<file path="config.mk">
export PLATFORM = sky130hd
export DESIGN_NAME = alr_ctrl
export DESIGN_NICKNAME = d
export VERILOG_FILES = /design/src/rtl/alr_pkg.sv /design/src/rtl/alr_div.sv /design/src/rtl/alr_ctrl.sv
export SDC_FILE = /design/constraint.sdc
export NUM_CORES = 1
export LEC_CHECK = 0
export BUFFER_PORTS_ARGS = -buffer_cell sky130_fd_sc_hd__buf_2
export CAP_MARGIN = 20
export CORE_MARGIN = 5
export CORE_UTILIZATION = 40
export DETAILED_ROUTE_END_ITERATION = 12
export HOLD_SLACK_MARGIN = 0.08
export PLACE_DENSITY = 0.56
export SYNTH_ARGS = -nofsm -noshare
export SYNTH_HDL_FRONTEND = slang
export SYNTH_HIERARCHICAL = 1
export SYNTH_SLANG_ARGS = --single-unit
</file>
<file path="constraint.sdc">
create_clock -name clk -period 11.9 [get_ports clk]
set_clock_uncertainty 0.15 [all_clocks]
set_input_delay 0 -clock clk [delete_from_list [all_inputs] [get_ports clk]]
set_output_delay 0 -clock clk [all_outputs]
set_load 0.01 [all_outputs]
</file>
<file path="src/rtl/alr_pkg.sv">
// Shared constants, types and codes of the audio linear resampler.
package alr_pkg;

  // Rates and limits
  localparam int unsigned OUT_RATE    = 48000;
  localparam int unsigned MAX_OUT     = 8192;
  localparam int unsigned MIN_RATE    = (OUT_RATE + 5) / 6;
  localparam int unsigned GAIN_MAX    = 65536;
  localparam int unsigned MAX_RESULTS = 12;
  localparam int unsigned MAX_QRATE   = 5;     // largest rate / OUT_RATE for 18-bit rate
  localparam int unsigned SAT_NEG     = 32768; // magnitude of the most negative sample

  // Field widths
  localparam int SMP_W   = 16;
  localparam int RATE_W  = 18;
  localparam int NFR_W   = 16;
  localparam int GAIN_W  = 17;
  localparam int CNT_W   = 14;
  localparam int PH_W    = 16;
  localparam int REM_W   = 16;
  localparam int QR_W    = 3;
  localparam int RCNT_W  = 4;
  localparam int CFG_IDX_W = 2;
  localparam int CFG_DAT_W = 18;

  // Block total divider
  localparam int NUM_W   = 33;
  localparam int DEN_W   = 19;
  localparam int QUO_W   = 14;
  localparam int QBITS   = 13;
  localparam int QCNT_W  = 4;

  // Channel datapath: divide by OUT_RATE*16384 = 375 * 2^21
  localparam int PROD1_W     = 33;
  localparam int MAG_W       = 31;
  localparam int PROD_W      = 48;
  localparam int PRE_SHIFT   = 21;
  localparam int X_W         = 26;
  localparam int RECIP_W     = 27;
  localparam int Y_W         = 53;
  localparam int RECIP_SHIFT = 35;
  localparam int Q_W         = 18;
  localparam logic [RECIP_W-1:0] RECIP_M = 27'd91625969; // ceil(2^35 / 375)
  localparam int LANE_DEPTH  = 4;

  localparam logic signed [SMP_W-1:0] SMP_MAX = 16'sh7fff;
  localparam logic signed [SMP_W-1:0] SMP_MIN = 16'sh8000;

  // Register indexes
  typedef enum logic [CFG_IDX_W-1:0] {
    CFG_MONO = 2'd0,
    CFG_RATE = 2'd1,
    CFG_NFR  = 2'd2,
    CFG_GAIN = 2'd3
  } alr_cfg_idx_t;

  // Sequencer states
  typedef enum logic [1:0] {
    ST_IDLE,
    ST_DIV,
    ST_GEN
  } alr_state_t;

  typedef struct packed {
    logic              mono;
    logic [RATE_W-1:0] rate;
    logic [NFR_W-1:0]  nfr;
    logic [GAIN_W-1:0] gain;
  } alr_cfg_t;

  // One output frame handed to the channel lanes
  typedef struct packed {
    logic                    valid;
    logic                    blk_end;
    logic signed [SMP_W-1:0] a_l;
    logic signed [SMP_W-1:0] b_l;
    logic signed [SMP_W-1:0] a_r;
    logic signed [SMP_W-1:0] b_r;
    logic [REM_W-1:0]        rem;
  } alr_issue_t;

endpackage

</file>
<file path="src/rtl/alr_div.sv">
// Iterative restoring divider for the per-block output total, capped at MAX_OUT.
module alr_div (
  input  logic                        clk,
  input  logic                        rst_n,
  input  logic                        start,
  input  logic [alr_pkg::NUM_W-1:0]   num,
  input  logic [alr_pkg::DEN_W-1:0]   den,
  output logic                        done,
  output logic [alr_pkg::QUO_W-1:0]   quot
);
  import alr_pkg::*;

  logic              busy_r;
  logic              chk_r;
  logic              done_r;
  logic [QCNT_W-1:0] bit_r;
  logic [NUM_W-1:0]  rem_r;
  logic [NUM_W-1:0]  dsr_r;
  logic [QBITS-1:0]  q_r;
  logic [QUO_W-1:0]  quot_r;
  logic              ge;
  logic [QBITS-1:0]  q_nxt;

  assign ge    = rem_r >= dsr_r;
  assign q_nxt = {q_r[QBITS-2:0], ge};

  // Control: a cap check first, then one quotient bit per cycle
  always_ff @(posedge clk) begin
    if (!rst_n) begin
      busy_r <= 1'b0;
      chk_r  <= 1'b0;
      done_r <= 1'b0;
      bit_r  <= '0;
    end else begin
      done_r <= 1'b0;
      if (start) begin
        busy_r <= 1'b1;
        chk_r  <= 1'b1;
        bit_r  <= QCNT_W'(QBITS - 1);
      end else if (busy_r) begin
        if (chk_r) begin
          chk_r <= 1'b0;
          if (ge) begin
            busy_r <= 1'b0;
            done_r <= 1'b1;
          end
        end else begin
          bit_r <= bit_r - QCNT_W'(1);
          if (bit_r == '0) begin
            busy_r <= 1'b0;
            done_r <= 1'b1;
          end
        end
      end
    end
  end

  // Datapath
  always_ff @(posedge clk) begin
    if (start) begin
      rem_r <= num;
      dsr_r <= NUM_W'({den, {QBITS{1'b0}}});
      q_r   <= '0;
    end else if (busy_r) begin
      dsr_r <= dsr_r >> 1;
      if (chk_r) begin
        if (ge) quot_r <= QUO_W'(MAX_OUT);
      end else begin
        q_r <= q_nxt;
        if (ge) rem_r <= rem_r - dsr_r;
        if (bit_r == '0) quot_r <= {1'b0, q_nxt};
      end
    end
  end

  assign done = done_r;
  assign quot = quot_r;

endmodule

</file>
<file path="src/rtl/alr_ctrl.sv">
// Phase sequencer: tracks the block, computes its total and issues output frames.
module alr_ctrl (
  input  logic                              clk,
  input  logic                              rst_n,
  input  logic                              in_valid,
  input  logic signed [alr_pkg::SMP_W-1:0]  in_left,
  input  logic signed [alr_pkg::SMP_W-1:0]  in_right,
  input  alr_pkg::alr_cfg_t                 cfg,
  input  logic                              en,
  output logic                              in_ready,
  output alr_pkg::alr_issue_t               issue
);
  import alr_pkg::*;

  alr_state_t state_r, state_nxt;

  logic signed [SMP_W-1:0] cur_l_r, cur_r_r, held_l_r, held_r_r;
  logic [NFR_W-1:0]  in_cnt_r;
  logic [CNT_W-1:0]  out_cnt_r;
  logic [CNT_W-1:0]  total_r;
  logic [PH_W-1:0]   phase_r;
  logic [REM_W-1:0]  prem_r;
  logic [RCNT_W-1:0] cnt_r;
  logic              last_r;
  logic [QR_W-1:0]   qrate_r;
  logic [REM_W-1:0]  rrate_r;

  logic              accept;
  logic              blk_start;
  logic              div_go;
  logic              div_done;
  logic [QUO_W-1:0]  div_quot;
  logic              do_issue;
  logic              finish;
  logic              more;
  logic              use_held;
  logic [RATE_W-1:0] rate_e;
  logic [QR_W-1:0]   qrate_c;
  logic [REM_W-1:0]  rrate_c;
  logic [NUM_W-1:0]  num_c;
  logic [DEN_W-1:0]  den_c;
  logic              last_c;
  logic [REM_W:0]    adv;
  logic              wrap;

  assign in_ready  = (state_r == ST_IDLE);
  assign accept    = in_valid && in_ready && (cfg.nfr != '0);
  assign blk_start = (in_cnt_r == '0);

  // Effective rate and its split by OUT_RATE
  always_comb begin
    if (cfg.rate == '0)                     rate_e = RATE_W'(OUT_RATE);
    else if (cfg.rate < RATE_W'(MIN_RATE))  rate_e = RATE_W'(MIN_RATE);
    else                                    rate_e = cfg.rate;
    qrate_c = '0;
    for (int k = 1; k <= MAX_QRATE; k++) begin
      if (rate_e >= RATE_W'(k * OUT_RATE)) qrate_c = QR_W'(k);
    end
    rrate_c = REM_W'(rate_e - RATE_W'(qrate_c) * RATE_W'(OUT_RATE));
  end

  // Total = floor((2*n*OUT_RATE + rate) / (2*rate))
  assign num_c  = NUM_W'(cfg.nfr) * NUM_W'(2 * OUT_RATE) + NUM_W'(rate_e);
  assign den_c  = {rate_e, 1'b0};
  assign last_c = ({1'b0, in_cnt_r} + (NFR_W+1)'(1)) >= {1'b0, cfg.nfr};

  alr_div u_div (
    .clk   (clk),
    .rst_n (rst_n),
    .start (div_go),
    .num   (num_c),
    .den   (den_c),
    .done  (div_done),
    .quot  (div_quot)
  );

  // Output frame selection
  assign use_held = phase_r < in_cnt_r;
  assign more     = (out_cnt_r < total_r) && (cnt_r < RCNT_W'(MAX_RESULTS)) &&
                    (use_held || last_r);
  assign adv      = {1'b0, prem_r} + {1'b0, rrate_r};
  assign wrap     = adv >= (REM_W+1)'(OUT_RATE);

  // State register
  always_ff @(posedge clk) begin
    if (!rst_n) state_r <= ST_IDLE;
    else        state_r <= state_nxt;
  end

  // Next state and strobes
  always_comb begin
    state_nxt = state_r;
    div_go    = 1'b0;
    do_issue  = 1'b0;
    finish    = 1'b0;
    unique case (state_r)
      ST_IDLE: begin
        if (accept) begin
          if (blk_start) begin
            div_go    = 1'b1;
            state_nxt = ST_DIV;
          end else begin
            state_nxt = ST_GEN;
          end
        end
      end
      ST_DIV: begin
        if (div_done) state_nxt = ST_GEN;
      end
      ST_GEN: begin
        if (!more) begin
          finish    = 1'b1;
          state_nxt = ST_IDLE;
        end else if (en) begin
          do_issue = 1'b1;
        end
      end
      default: state_nxt = ST_IDLE;
    endcase
  end

  // Block state
  always_ff @(posedge clk) begin
    if (!rst_n) begin
      held_l_r  <= '0;
      held_r_r  <= '0;
      in_cnt_r  <= '0;
      out_cnt_r <= '0;
      total_r   <= '0;
      phase_r   <= '0;
      prem_r    <= '0;
      cnt_r     <= '0;
    end else begin
      if (accept) begin
        cnt_r <= '0;
        if (blk_start) begin
          out_cnt_r <= '0;
          phase_r   <= '0;
          prem_r    <= '0;
        end
      end
      if (state_r == ST_DIV && div_done) total_r <= div_quot;
      if (do_issue) begin
        out_cnt_r <= out_cnt_r + CNT_W'(1);
        cnt_r     <= cnt_r + RCNT_W'(1);
        phase_r   <= phase_r + PH_W'(qrate_r) + PH_W'(wrap);
        prem_r    <= wrap ? REM_W'(adv - (REM_W+1)'(OUT_RATE)) : adv[REM_W-1:0];
      end
      if (finish) begin
        held_l_r <= cur_l_r;
        held_r_r <= cur_r_r;
        in_cnt_r <= last_r ? '0 : in_cnt_r + NFR_W'(1);
      end
    end
  end

  // Per-item values captured at accept
  always_ff @(posedge clk) begin
    if (accept) begin
      cur_l_r <= in_left;
      cur_r_r <= cfg.mono ? in_left : in_right;
      last_r  <= last_c;
      qrate_r <= qrate_c;
      rrate_r <= rrate_c;
    end
  end

  // Frame handed to the lanes
  always_comb begin
    issue.valid   = do_issue;
    issue.blk_end = ((out_cnt_r + CNT_W'(1)) == total_r);
    issue.a_l     = use_held ? held_l_r : cur_l_r;
    issue.b_l     = cur_l_r;
    issue.a_r     = use_held ? held_r_r : cur_r_r;
    issue.b_r     = cur_r_r;
    issue.rem     = prem_r;
  end

endmodule

</file>
==> metrics.yaml, run 1 <==
pwr_density_cell_nw_per_um2: 206
synthesis.area_um2: 20700
wl_per_cell_um: 16.8
place_congestion: 0.946
synth_cells: 2295
p_comb_share_pct: 55.8
worstSkewPairLatency_ps: 540
core_um2: 51300
syn-num-nets: 2661
final_design_area_no_fill_um2: 24100
pin_count: 171
status: "completed"
hpwl_mm: 40.2
regToRegStartpoint: "rrate_r[0]"
critPathLaunchType: "input port"
syn_to_final_growth_pct: 16.4
drt_wl_total_mm: 53.7
synthArstFlopShare_pct: 0
port_buffers: 153
reg2reg_slack_ps: 6550
critPathCapture: "u_div/rem_r[30]"
drive_gt1_share_pct: 12.8
num_rows: 83
crit_type: "input port to register"
seqPwrFrac_pct: 23.5
synth_edf_count: 118
cts_made_buffers: 34
rsz0062_at_grt: "false"
finalHoldViolations: 0
swShare_pct: 43.0
multi_input_area_um2: 13000
final_common_cell: "inv_1"
nets: 2863
synth_warnings: 6
r2r-end: "phase_r[12]"
clkSinkCount: 264
worstPathRequired_ps: 12030
p_int_uw: 2840
p_switching_uw: 2140
antenna_found_initial: 1
clock-root-buffer: "clkbuf_16"
maxSlewViolCount: 0
crit_start: "cfg[25]"
synth_cell_types: 93
clock_power_share_pct: 20.7
fill_cells: 4899
ys.flop_type: "dfxtp_1"
grt_overflow: 0
seq_area_um2: 6470
finalSetupViolCount: 0
cts_hold_buf: 86
drtIter0Drc: 879
post_cts_buffers: 0
placed_area_um2: 22100
ant_nets: 0
grt_pass1_wl_mm: 87.6
tns_ps: 0
initial_core_util_pct: 40.4
dr.pass1.iters: 5
leakage_uw: 0.0102
die-area_um2: 56500
synth.avg_cell_area_um2: 9.04
ir_drop_uv: 131
ys_ff_latch: 264
max_freq_mhz: 174
htreeDepth: 2
crit_arrival_ps: 5880
die_height_um: 238
grt_use_total_pct: 18.6
path_max_fanout: 8
fin_crit_sh_pct: 48.3
clock_path_buffers: 3
viasPerCell: 5.27
ff2ff_path_depth: 20
die_w_um: 238
ctsResizeCount: 0
relSlewSlack_pct: 29.0
max_cap_viol_count: 0
cts_tree: "done"
fin_crit_ps: 5750
clkTransAtPathRegs_ps: 60
hp-class: "input port to register"
p_total_uw: 4980
ys_seq_area_share_pct: 31.2
end_kind: "register"
drc: 0
final_cell_mix: "inv_1 (241), nand2_1 (233), ha_1 (201)"
grt_pass1_vias: 17000
num_vias: 16900
grt_max_degree: 112
max_slew.worst_pin.slew_ps: 1060
[power by group through the flow]
| stage | Sequential (µW) | Clock (µW) | Combinational [µW] |
|---|---|---|---|
| after floorplan | 1180 | 0 | 2120 |
| after global placement | 1190 | 0 | 2700 |
| after detailed placement | 1190 | 0 | 2730 |
| after CTS | 1170 | 1070 | 2780 |
| after global routing | 1180 | 1100 | 3100 |
| final | 1170 | 1030 | 2780 |
[worst max-delay path, cell delays in order]
cell           delay, ps
dlygate4sd3_1        520
buf_2                250
fa_1                 480
fa_1                 540
fa_1                 440
fa_1                 500
ha_1                 440
o211ai_1             170
a21oi_2              200
o21ai_1              160
a311oi_1             430
nor3_1               160
a2111oi_1            540
nand4_1              260
nor2_1               190
xnor2_1              130
a221oi_1             320
o211ai_1             140
[worst min path at each step]
stage / startpoint / depth (start not counted) / slack [ps] / end
2_1_floorplan: in_left[0] / 0 / -50 / cur_l_r[0]
3_3_place_gp: in_left[3] / 1 / 40 / cur_l_r[3]
3_5_place_dp: in_left[3] / 1 / 40 / cur_l_r[3]
4_1_cts: cfg[24] / 5 / 90 / last_r
5_1_grt: rst_n / 3 / 160 / prem_r[2]
6_report: cfg[24] / 5 / 130 / last_r
[flip-flops by register name (all words and copies together), names as in the netlist, 2 cells and up]
signal       count
cnt_r            4
cur_l_r         16
cur_r_r         16
held_l_r        16
held_r_r        16
in_cnt_r        16
out_cnt_r       14
phase_r         16
prem_r          16
qrate_r          3
rrate_r         16
state_r          2
total_r         14
u_div/bit_r      4
u_div/dsr_r     32
u_div/q_r       12
u_div/quot      14
u_div/rem_r     33
[routing by layer]
metal / track usage [%] / vias up / part of all wire, %
li1: - / 8461 / -
met1: 24.4 / 8056 / 45
met2: 32.3 / 294 / 48
met3: 2.98 / 78 / 4.3
met4: 4.67 / 0 / 2.3
met5: 0 / - / 0
[cell usage after synthesis, types with 5 or more instances]
| cell type | number | area share (%) |
|---|---|---|
| inv_1 | 243 | 4.4 |
| nand2_1 | 233 | 4.2 |
| ha_1 | 201 | 12 |
| dfxtp_1 | 146 | 14 |
| o21ai_0 | 119 | 2.9 |
| edfxtp_1 | 118 | 17 |
| nor2_1 | 114 | 2.1 |
| a21oi_1 | 110 | 2.7 |
| a21boi_0 | 102 | 3.7 |
| xnor2_1 | 79 | 3.3 |
| clkbuf_1 | 78 | 1.4 |
| fa_1 | 77 | 7.4 |
| nand3_1 | 60 | 1.4 |
| mux2_2 | 49 | 2.7 |
| xor2_1 | 42 | 1.8 |
| a21o_1 | 37 | 1.3 |
| nor2b_1 | 36 | 1.1 |
| and3_1 | 34 | 1.0 |
| nor3_1 | 31 | 0.75 |
| o21a_1 | 26 | 0.94 |
| and2_1 | 24 | 0.72 |
| nand4_1 | 24 | 0.72 |
| a22o_1 | 22 | 0.93 |
| mux2i_1 | 22 | 1.1 |
| nand2b_1 | 21 | 0.63 |
| o211ai_1 | 19 | 0.69 |
| nand3b_1 | 18 | 0.65 |
| a31oi_1 | 16 | 0.48 |
| or3_1 | 15 | 0.45 |
| nor4_1 | 14 | 0.42 |
| a211oi_1 | 12 | 0.43 |
| o21ai_1 | 9 | 0.22 |
| o2111ai_1 | 8 | 0.34 |
| o21bai_1 | 8 | 0.29 |
| o31ai_1 | 8 | 0.29 |
| or2_2 | 8 | 0.24 |
| a311oi_1 | 7 | 0.30 |
| buf_2 | 5 | 0.12 |
[cell families (layout without fill, tap and decap cells)]
logic type,after synthesis,after routing,share of synthesized area [%]
compound gates,559,559,18.2
xor+xnor,121,121,5.11
fa+ha+maj,280,280,19.7
buf+inv,336,563,6.21
flops,264,264,31.2
mux,71,71,3.72
other cells,1,2,0.0181
simple gates,663,663,15.9
[final cells by class]
class,count,share of cell area [%]
clock buffer,44,4.02
inverter,246,3.85
antenna,1,0.0104
sequential,264,26.8
timing repair buffer,256,7.27
tap,680,3.52
clock inverter,17,0.617
multi-input combinational,1695,53.9
[metrics by stage]
stage	hold slack [ps]	setup WS (ps)	std cells	util (%)
2_1_floorplan	-51.1	6900	2295	-
3_3_place_gp	40.9	6170	3054	43.2
3_5_place_dp	42.9	6170	3054	43.2
4_1_cts	94.3	6190	3201	47.0
5_1_grt	165	5690	3202	47.0
6_report	132	6150	3203	47.1
(Power assumes the default switching activity.)
==> inputs of run 2 (changes only) <==
Settings changed: ABC_AREA set to 1, PLACE_DENSITY 0.56 to 0.58.
Clock period 11.9 ns to 5 ns, I/O delays scaled along.
==> metrics.yaml, run 2 <==
leakage_uw: 0.0120  # +18%
dr.pass1.iters: 5  # unchanged
grt_pass1_wl_mm: 102  # +16%
path_max_fanout: 5  # -3
clock-root-buffer: "clkbuf_16"
ys_ff_latch: 264  # unchanged
reg2reg_slack_ps: 330  # -6220 ps
drt_wl_total_mm: 62.8  # +17%
initial_core_util_pct: 40.2  # -0.20 points
critPathCapture: "u_div/rem_r[28]"
synth_cell_types: 64  # -31%
ir_drop_uv: 374  # +190%
synth_edf_count: 118  # unchanged
p_switching_uw: 8650  # +300%
grt_max_degree: 62  # -45%
syn-num-nets: 3215  # +21%
grt_pass1_vias: 19300  # +13%
final_cell_mix: "nand2_1 (595), inv_1 (443), nor2_1 (224)"
syn_to_final_growth_pct: 18.0
yosys.area.top_type: "edfxtp_1"
whs_ps: 111  # -21.3 ps
num_vias: 19600  # +16%
final_common_cell: "nand2_1"
htreeDepth: 2  # unchanged
grt_use_total_pct: 20.9  # +2.3 points
fin_crit_ps: 4680
hpwl_mm: 48.8  # +21%
synth_area_leaders: "edfxtp_1 (16%), dfxtp_1 (14%), ha_1 (12%), nand2_1 (10%), inv_1 (7.7%)"
critPathLaunchType: "input port"
regToRegStartpoint: "prem_r[6]"
clock_power_share_pct: 14.3  # -6.4 points
synth_common_cells: "nand2_1 (600), inv_1 (443), nor2_1 (231)"
finalHoldViolations: 0  # unchanged
crit_top_cell: "nand2_1"
synth_cells: 2849  # +24%
crit_arrival_ps: 4840  # -1040 ps
largest_reg_flops: 33  # unchanged
fin_cells: 3832  # +20%
drive_gt1_share_pct: 14.1  # +1.2 points
grt_overflow: 0  # unchanged
fin_crit_sh_pct: 93.6
max_cap_viol_count: 0  # unchanged
nets: 3476  # +21%
clkSinkCount: 264  # unchanged
ys_seq_area_share_pct: 29.9  # -1.2 points
num_rows: 85  # +2.4%
die-area_um2: 58800  # +4.0%
clkTransAtPathRegs_ps: 60  # about the same
wl_per_cell_um: 16.4  # -2.3%
clock_path_buffers: 3  # unchanged
worst_path_largest_cell_delay_ps: 540  # about the same
die_height_um: 242  # +2.0%
ant_nets: 0  # unchanged
p_comb_share_pct: 65.5  # +9.7 points
post_cts_buffers: 0  # unchanged
fill_cells: 5286  # +7.9%
yosysMostFrequentCell: "nand2_1"
top_register: "u_div/rem_r"
slowest_stage: "fa_1"
worstSkewPairLatency_ps: 560  # +20 ps
cts_made_buffers: 34  # unchanged
place_congestion: 0.910  # -3.9%
synthesis.area_um2: 21600  # +4.2%
synth_warnings: 6  # unchanged
end_kind: "register"
maxSlewViolCount: 0  # unchanged
max_freq_mhz: 214
pwr_density_cell_nw_per_um2: 682  # +230%
crit_type: "input port to register"
finalSetupViolCount: 0  # unchanged
synth_top_area_share_pct: 16.4  # -0.68 points
dp.cells: 3682  # +21%
port_buffers: 153  # unchanged
pin_count: 171  # unchanged
finish.utilization_pct: 47.5  # +0.40 points
drc: 0  # unchanged
antenna_found_initial: 1  # unchanged
worstPathRequired_ps: 5160  # -6870 ps
core_um2: 53700  # +4.7%
status: "completed"
crit_start: "cfg[17]"
p_int_uw: 8730  # +210%
tns_ps: 0  # unchanged
reg.largest.list: "u_div/rem_r: 33 flops, u_div/dsr_r: 32 flops"
max_slew.worst_pin.slew_ps: 883  # -182 ps
p_total_uw: 17400  # +250%
drtIter0Drc: 1225  # +39%
seqPwrFrac_pct: 20.3  # -3.2 points
ff2ff_path_depth: 29  # +45%
viasPerCell: 5.10  # -3.2%
die_w_um: 242  # +2.0%
synth.avg_cell_area_um2: 7.58  # -16%
ys.flop_type: "dfxtp_1"
synthArstFlopShare_pct: 0  # unchanged
r2r-end: "phase_r[14]"
swShare_pct: 49.8  # +6.8 points
cts_tree: "done"
relSlewSlack_pct: 40.9  # +12 points
hp-class: "input port to register"
[run 2: how the worst min path moves through the flow]
stage | start | endpoint | slack, ps | cells after the start
5_1_grt | cfg[48] | u_div/dsr_r[29] | 130 | 6
2_1_floorplan | rst_n | u_div/bit_r[2] | -50 | 2
6_report | cfg[32] | last_r | 110 | 6
3_3_place_gp | in_left[3] | cur_l_r[3] | 40 | 1
3_5_place_dp | in_left[3] | cur_l_r[3] | 40 | 1
4_1_cts | cfg[48] | u_div/dsr_r[29] | 90 | 6
[run 2: kinds of logic after synthesis]
group	synth area share, %
multiplexers	2.50
AND/OR/NAND/NOR	25.5
buffers and inverters	9.36
adder cells (fa/ha/maj)	18.8
XOR/XNOR	3.54
other	0.0174
AO/OA/AOI/OAI	10.3
flip-flops	29.9
[run 2: cell type report]
| type | instances | area (µm²) | share of cell area [%] |
|---|---|---|---|
| clock buffer | 43 | 936 | 3.67 |
| clock inverter | 18 | 186 | 0.732 |
| sequential | 264 | 6470 | 25.4 |
| antenna | 1 | 2.50 | 0.00982 |
| tap | 696 | 871 | 3.42 |
| inverter | 454 | 1700 | 6.69 |
| multi-input combinational | 2060 | 13200 | 51.9 |
| timing repair buffer | 296 | 2090 | 8.20 |
[run 2: worst max-delay path, delay by kind of cell]
kind / cells / cell delay (ps)
buffers and inverters: 8 / 1200
xor gates and xnor gates: 2 / 300
adders and majority gates: 5 / 2040
AOI/OAI and AO/OA: 2 / 330
and+or+nand+nor: 10 / 950
[run 2: power by group through the flow]
stage,clock network [µW],logic [µW],registers [µW]
3_3_place_gp,0,11200,3550
3_5_place_dp,0,11300,3560
6_report,2480,11400,3520
4_1_cts,2540,11400,3520
2_1_floorplan,0,8170,3500
5_1_grt,2610,12800,3590
[run 2: metrics by stage]
| stage | area (µm²) | setup WS [ps] |
|---|---|---|
| finish | 25500 | 320 |
| CTS | 25400 | 35.8 |
| global placement | 23400 | 47.2 |
| detailed placement | 23400 | -16.5 |
| floorplan | 21600 | 432 |
| global route | 25500 | -9.32 |
[run 2: repair_timing]
action	in CTS	in global routing
hold buffers	87	0
pin swaps	0	1
resized for setup	1	21
setup endpoints to repair	2	6
hold endpoints to repair	199	0
[run 2: routing by layer]
layer	wire length, µm	global-route usage [%]	up-vias
li1	-	-	9826
met1	28600	27.7	9257
met2	30100	36.0	383
met3	2290	2.53	95
met4	1790	6.13	0
met5	0	0	-
==> inputs of run 3 (changes only) <==
Settings changed: BUFFER_PORTS_ARGS -buffer_cell sky130_fd_sc_hd__buf_2 to not set, DONT_BUFFER_PORTS set to 1, PLACE_DENSITY 0.58 to not set.
==> metrics.yaml, run 3 (synthesis results as in run 2) <==
drc: 0  # unchanged
grt_use_total_pct: 20.3  # -0.57 points
final_cell_mix: "nand2_1 (596), inv_1 (443), nor2_1 (226)"
p_total_uw: 16900  # -2.9%
hold_start: "cfg[48]"
nets: 3325  # -4.3%
syn_to_final_growth_pct: 15.2
hp-class: "input port to register"
fin_crit_ps: 4730  # +49.8 ps
crit_type: "input port to register"
htreeDepth: 1  # -1
drive_gt1_share_pct: 8.98  # -5.1 points
status: "completed"
ff2ff_path_depth: 26  # -10%
wl_per_cell_um: 16.6  # +1.3%
fill_cells: 5224  # -1.2%
r2r-end: "phase_r[14]"
max_slew.worst_pin.slew_ps: 890  # +6.64 ps
crit_arrival_ps: 4910  # +70 ps
grt_max_degree: 62  # unchanged
whs_ps: 80.6  # -30.1 ps
num_vias: 19100  # -2.5%
reg.largest.list: "u_div/rem_r: 33 flops, u_div/dsr_r: 32 flops"
antenna_found_initial: 8  # +7
num_rows: 85  # unchanged
hpwl_mm: 47.2  # -3.2%
pin_count: 171  # unchanged
cts_tree: "done"
placed_area_um2: 22400  # -4.0%
max_cap_viol_count: 0  # unchanged
die-area_um2: 58800  # unchanged
cts_made_buffers: 31  # -8.8%
dpl_worst_slack_ps: -16.5  # +0.0516 ps
top_register: "u_div/rem_r"
path_max_fanout: 7  # +2
drt_wl_total_mm: 61.2  # -2.7%
regToRegStartpoint: "rrate_r[0]"
pwr_density_cell_nw_per_um2: 678  # -0.62%
initial_core_util_pct: 40.2  # unchanged
finalWorstSetupSlack_ps: 270  # -49.8 ps
relSlewSlack_pct: 40.5  # -0.44 points
rsz0062_at_grt: "true"
grt_overflow: 0  # unchanged
core_um2: 53700  # unchanged
drtIter0Drc: 1341  # +9.5%
ant_nets: 0  # unchanged
final_common_cell: "nand2_1"
viasPerCell: 5.18  # +1.5%
finalHoldViolations: 0  # unchanged
place_congestion: 0.947  # +4.1%
finalSetupViolCount: 0  # unchanged
reg2reg_slack_ps: 290  # -40 ps
critPathLaunchType: "input port"
end_kind: "register"
worst_path_largest_cell_delay_ps: 650  # +110 ps
dp.cells: 3507  # -4.8%
crit_start: "cfg[45]"
maxSlewViolCount: 0  # unchanged
worstSkewPairLatency_ps: 580  # +20 ps
port_buffers: 0  # -100%
min_to: "qrate_r[1]"
final_design_area_no_fill_um2: 24900  # -2.3%
die_w_um: 242  # unchanged
clkSinkCount: 264  # unchanged
ir_drop_uv: 392  # +4.9%
grt_pass1_vias: 19100  # -0.94%
slowest_stage: "dlygate4sd3_1"
crit_top_cell: "nand2_1"
dr.pass1.iters: 5  # unchanged
fin_crit_sh_pct: 94.6  # +1.0 points
clkTransAtPathRegs_ps: 60  # about the same
clock_path_buffers: 3  # unchanged
largest_reg_flops: 33  # unchanged
worstPathRequired_ps: 5180  # +20 ps
grt_pass1_wl_mm: 99.9  # -2.0%
leakage_uw: 0.0114  # -5.0%
post_cts_buffers: 0  # unchanged
fin_cells: 3683  # -3.9%
max_freq_mhz: 211  # -1.1%
die_height_um: 242  # unchanged
clock-root-buffer: "clkbuf_16"
holdPathStages: 6  # unchanged
## run 3: changes by cell type in the layout (fill, tap and decap cells not counted), sizes merged, moves of 3 or more
cell,before,now
bufinv,2,5
clkbuf,43,40
clkinv,15,10
dlygate4sd3,87,107
dlymetal6s4s,0,6
buf,209,35
## run 3: worst max path at each step
stage / end / slack [ps] / cells after the start
finish: rrate_r[15] / 270 / 29
global route: phase_r[14] / -50 / 26
CTS: phase_r[14] / 6 / 26
detailed placement: phase_r[14] / -20 / 26
global placement: phase_r[14] / 100 / 26
floorplan: u_div/rem_r[27] / 430 / 24
## run 3: worst max-delay path, delay by kind of cell
family,cells,cell delay [ps]
AO/OA/AOI/OAI,7,760
XOR/XNOR,1,90
buffers and inverters,6,1600
adder cells (fa/ha/maj),4,1390
AND/OR/NAND/NOR,11,1070
## run 3: layout make-up
class	instances	area, µm²	share of cell area (%)
clock buffers	40	893	3.59
repair buffers	148	1460	5.87
inverters	454	1700	6.85
multi-input cells	2060	13200	53.2
well taps	696	871	3.50
diodes	3	7.51	0.0302
clock inverters	18	238	0.955
flip-flops and latches	264	6470	26.0
## run 3: routing by layer
metal	track usage (%)	wire, µm	share of wire, %
met1	26.7	26700	44
met2	34.2	28900	47
met3	3.18	3250	5.3
met4	6.98	2210	3.6
met5	0	60	0.098
## run 3: metrics by stage
| stage | utilization [%] | TNS [ps] |
|---|---|---|
| global route | 46.3 | -47.7 |
| global placement | 41.7 | 0 |
| finish | 46.3 | 0 |
| CTS | 46.1 | 0 |
| floorplan | - | 0 |
| detailed placement | 41.8 | -16.5 |
## run 3: timing repair
item,4_1_cts,5_1_grt
endpoints found under the hold margin,232,1
setup endpoints to repair,1,9
pin swaps,1,3
cloned,0,0
gates resized for setup,1,30
hold buffers,113,1
## run 3: where the power goes
part / internal [µW] / leakage [µW] / total [µW] / switching (µW)
Clock: 1520 / 0.000548 / 2470 / 950
Sequential: 3240 / 0.00231 / 3570 / 337
Combinational: 3720 / 0.00851 / 10800 / 7100
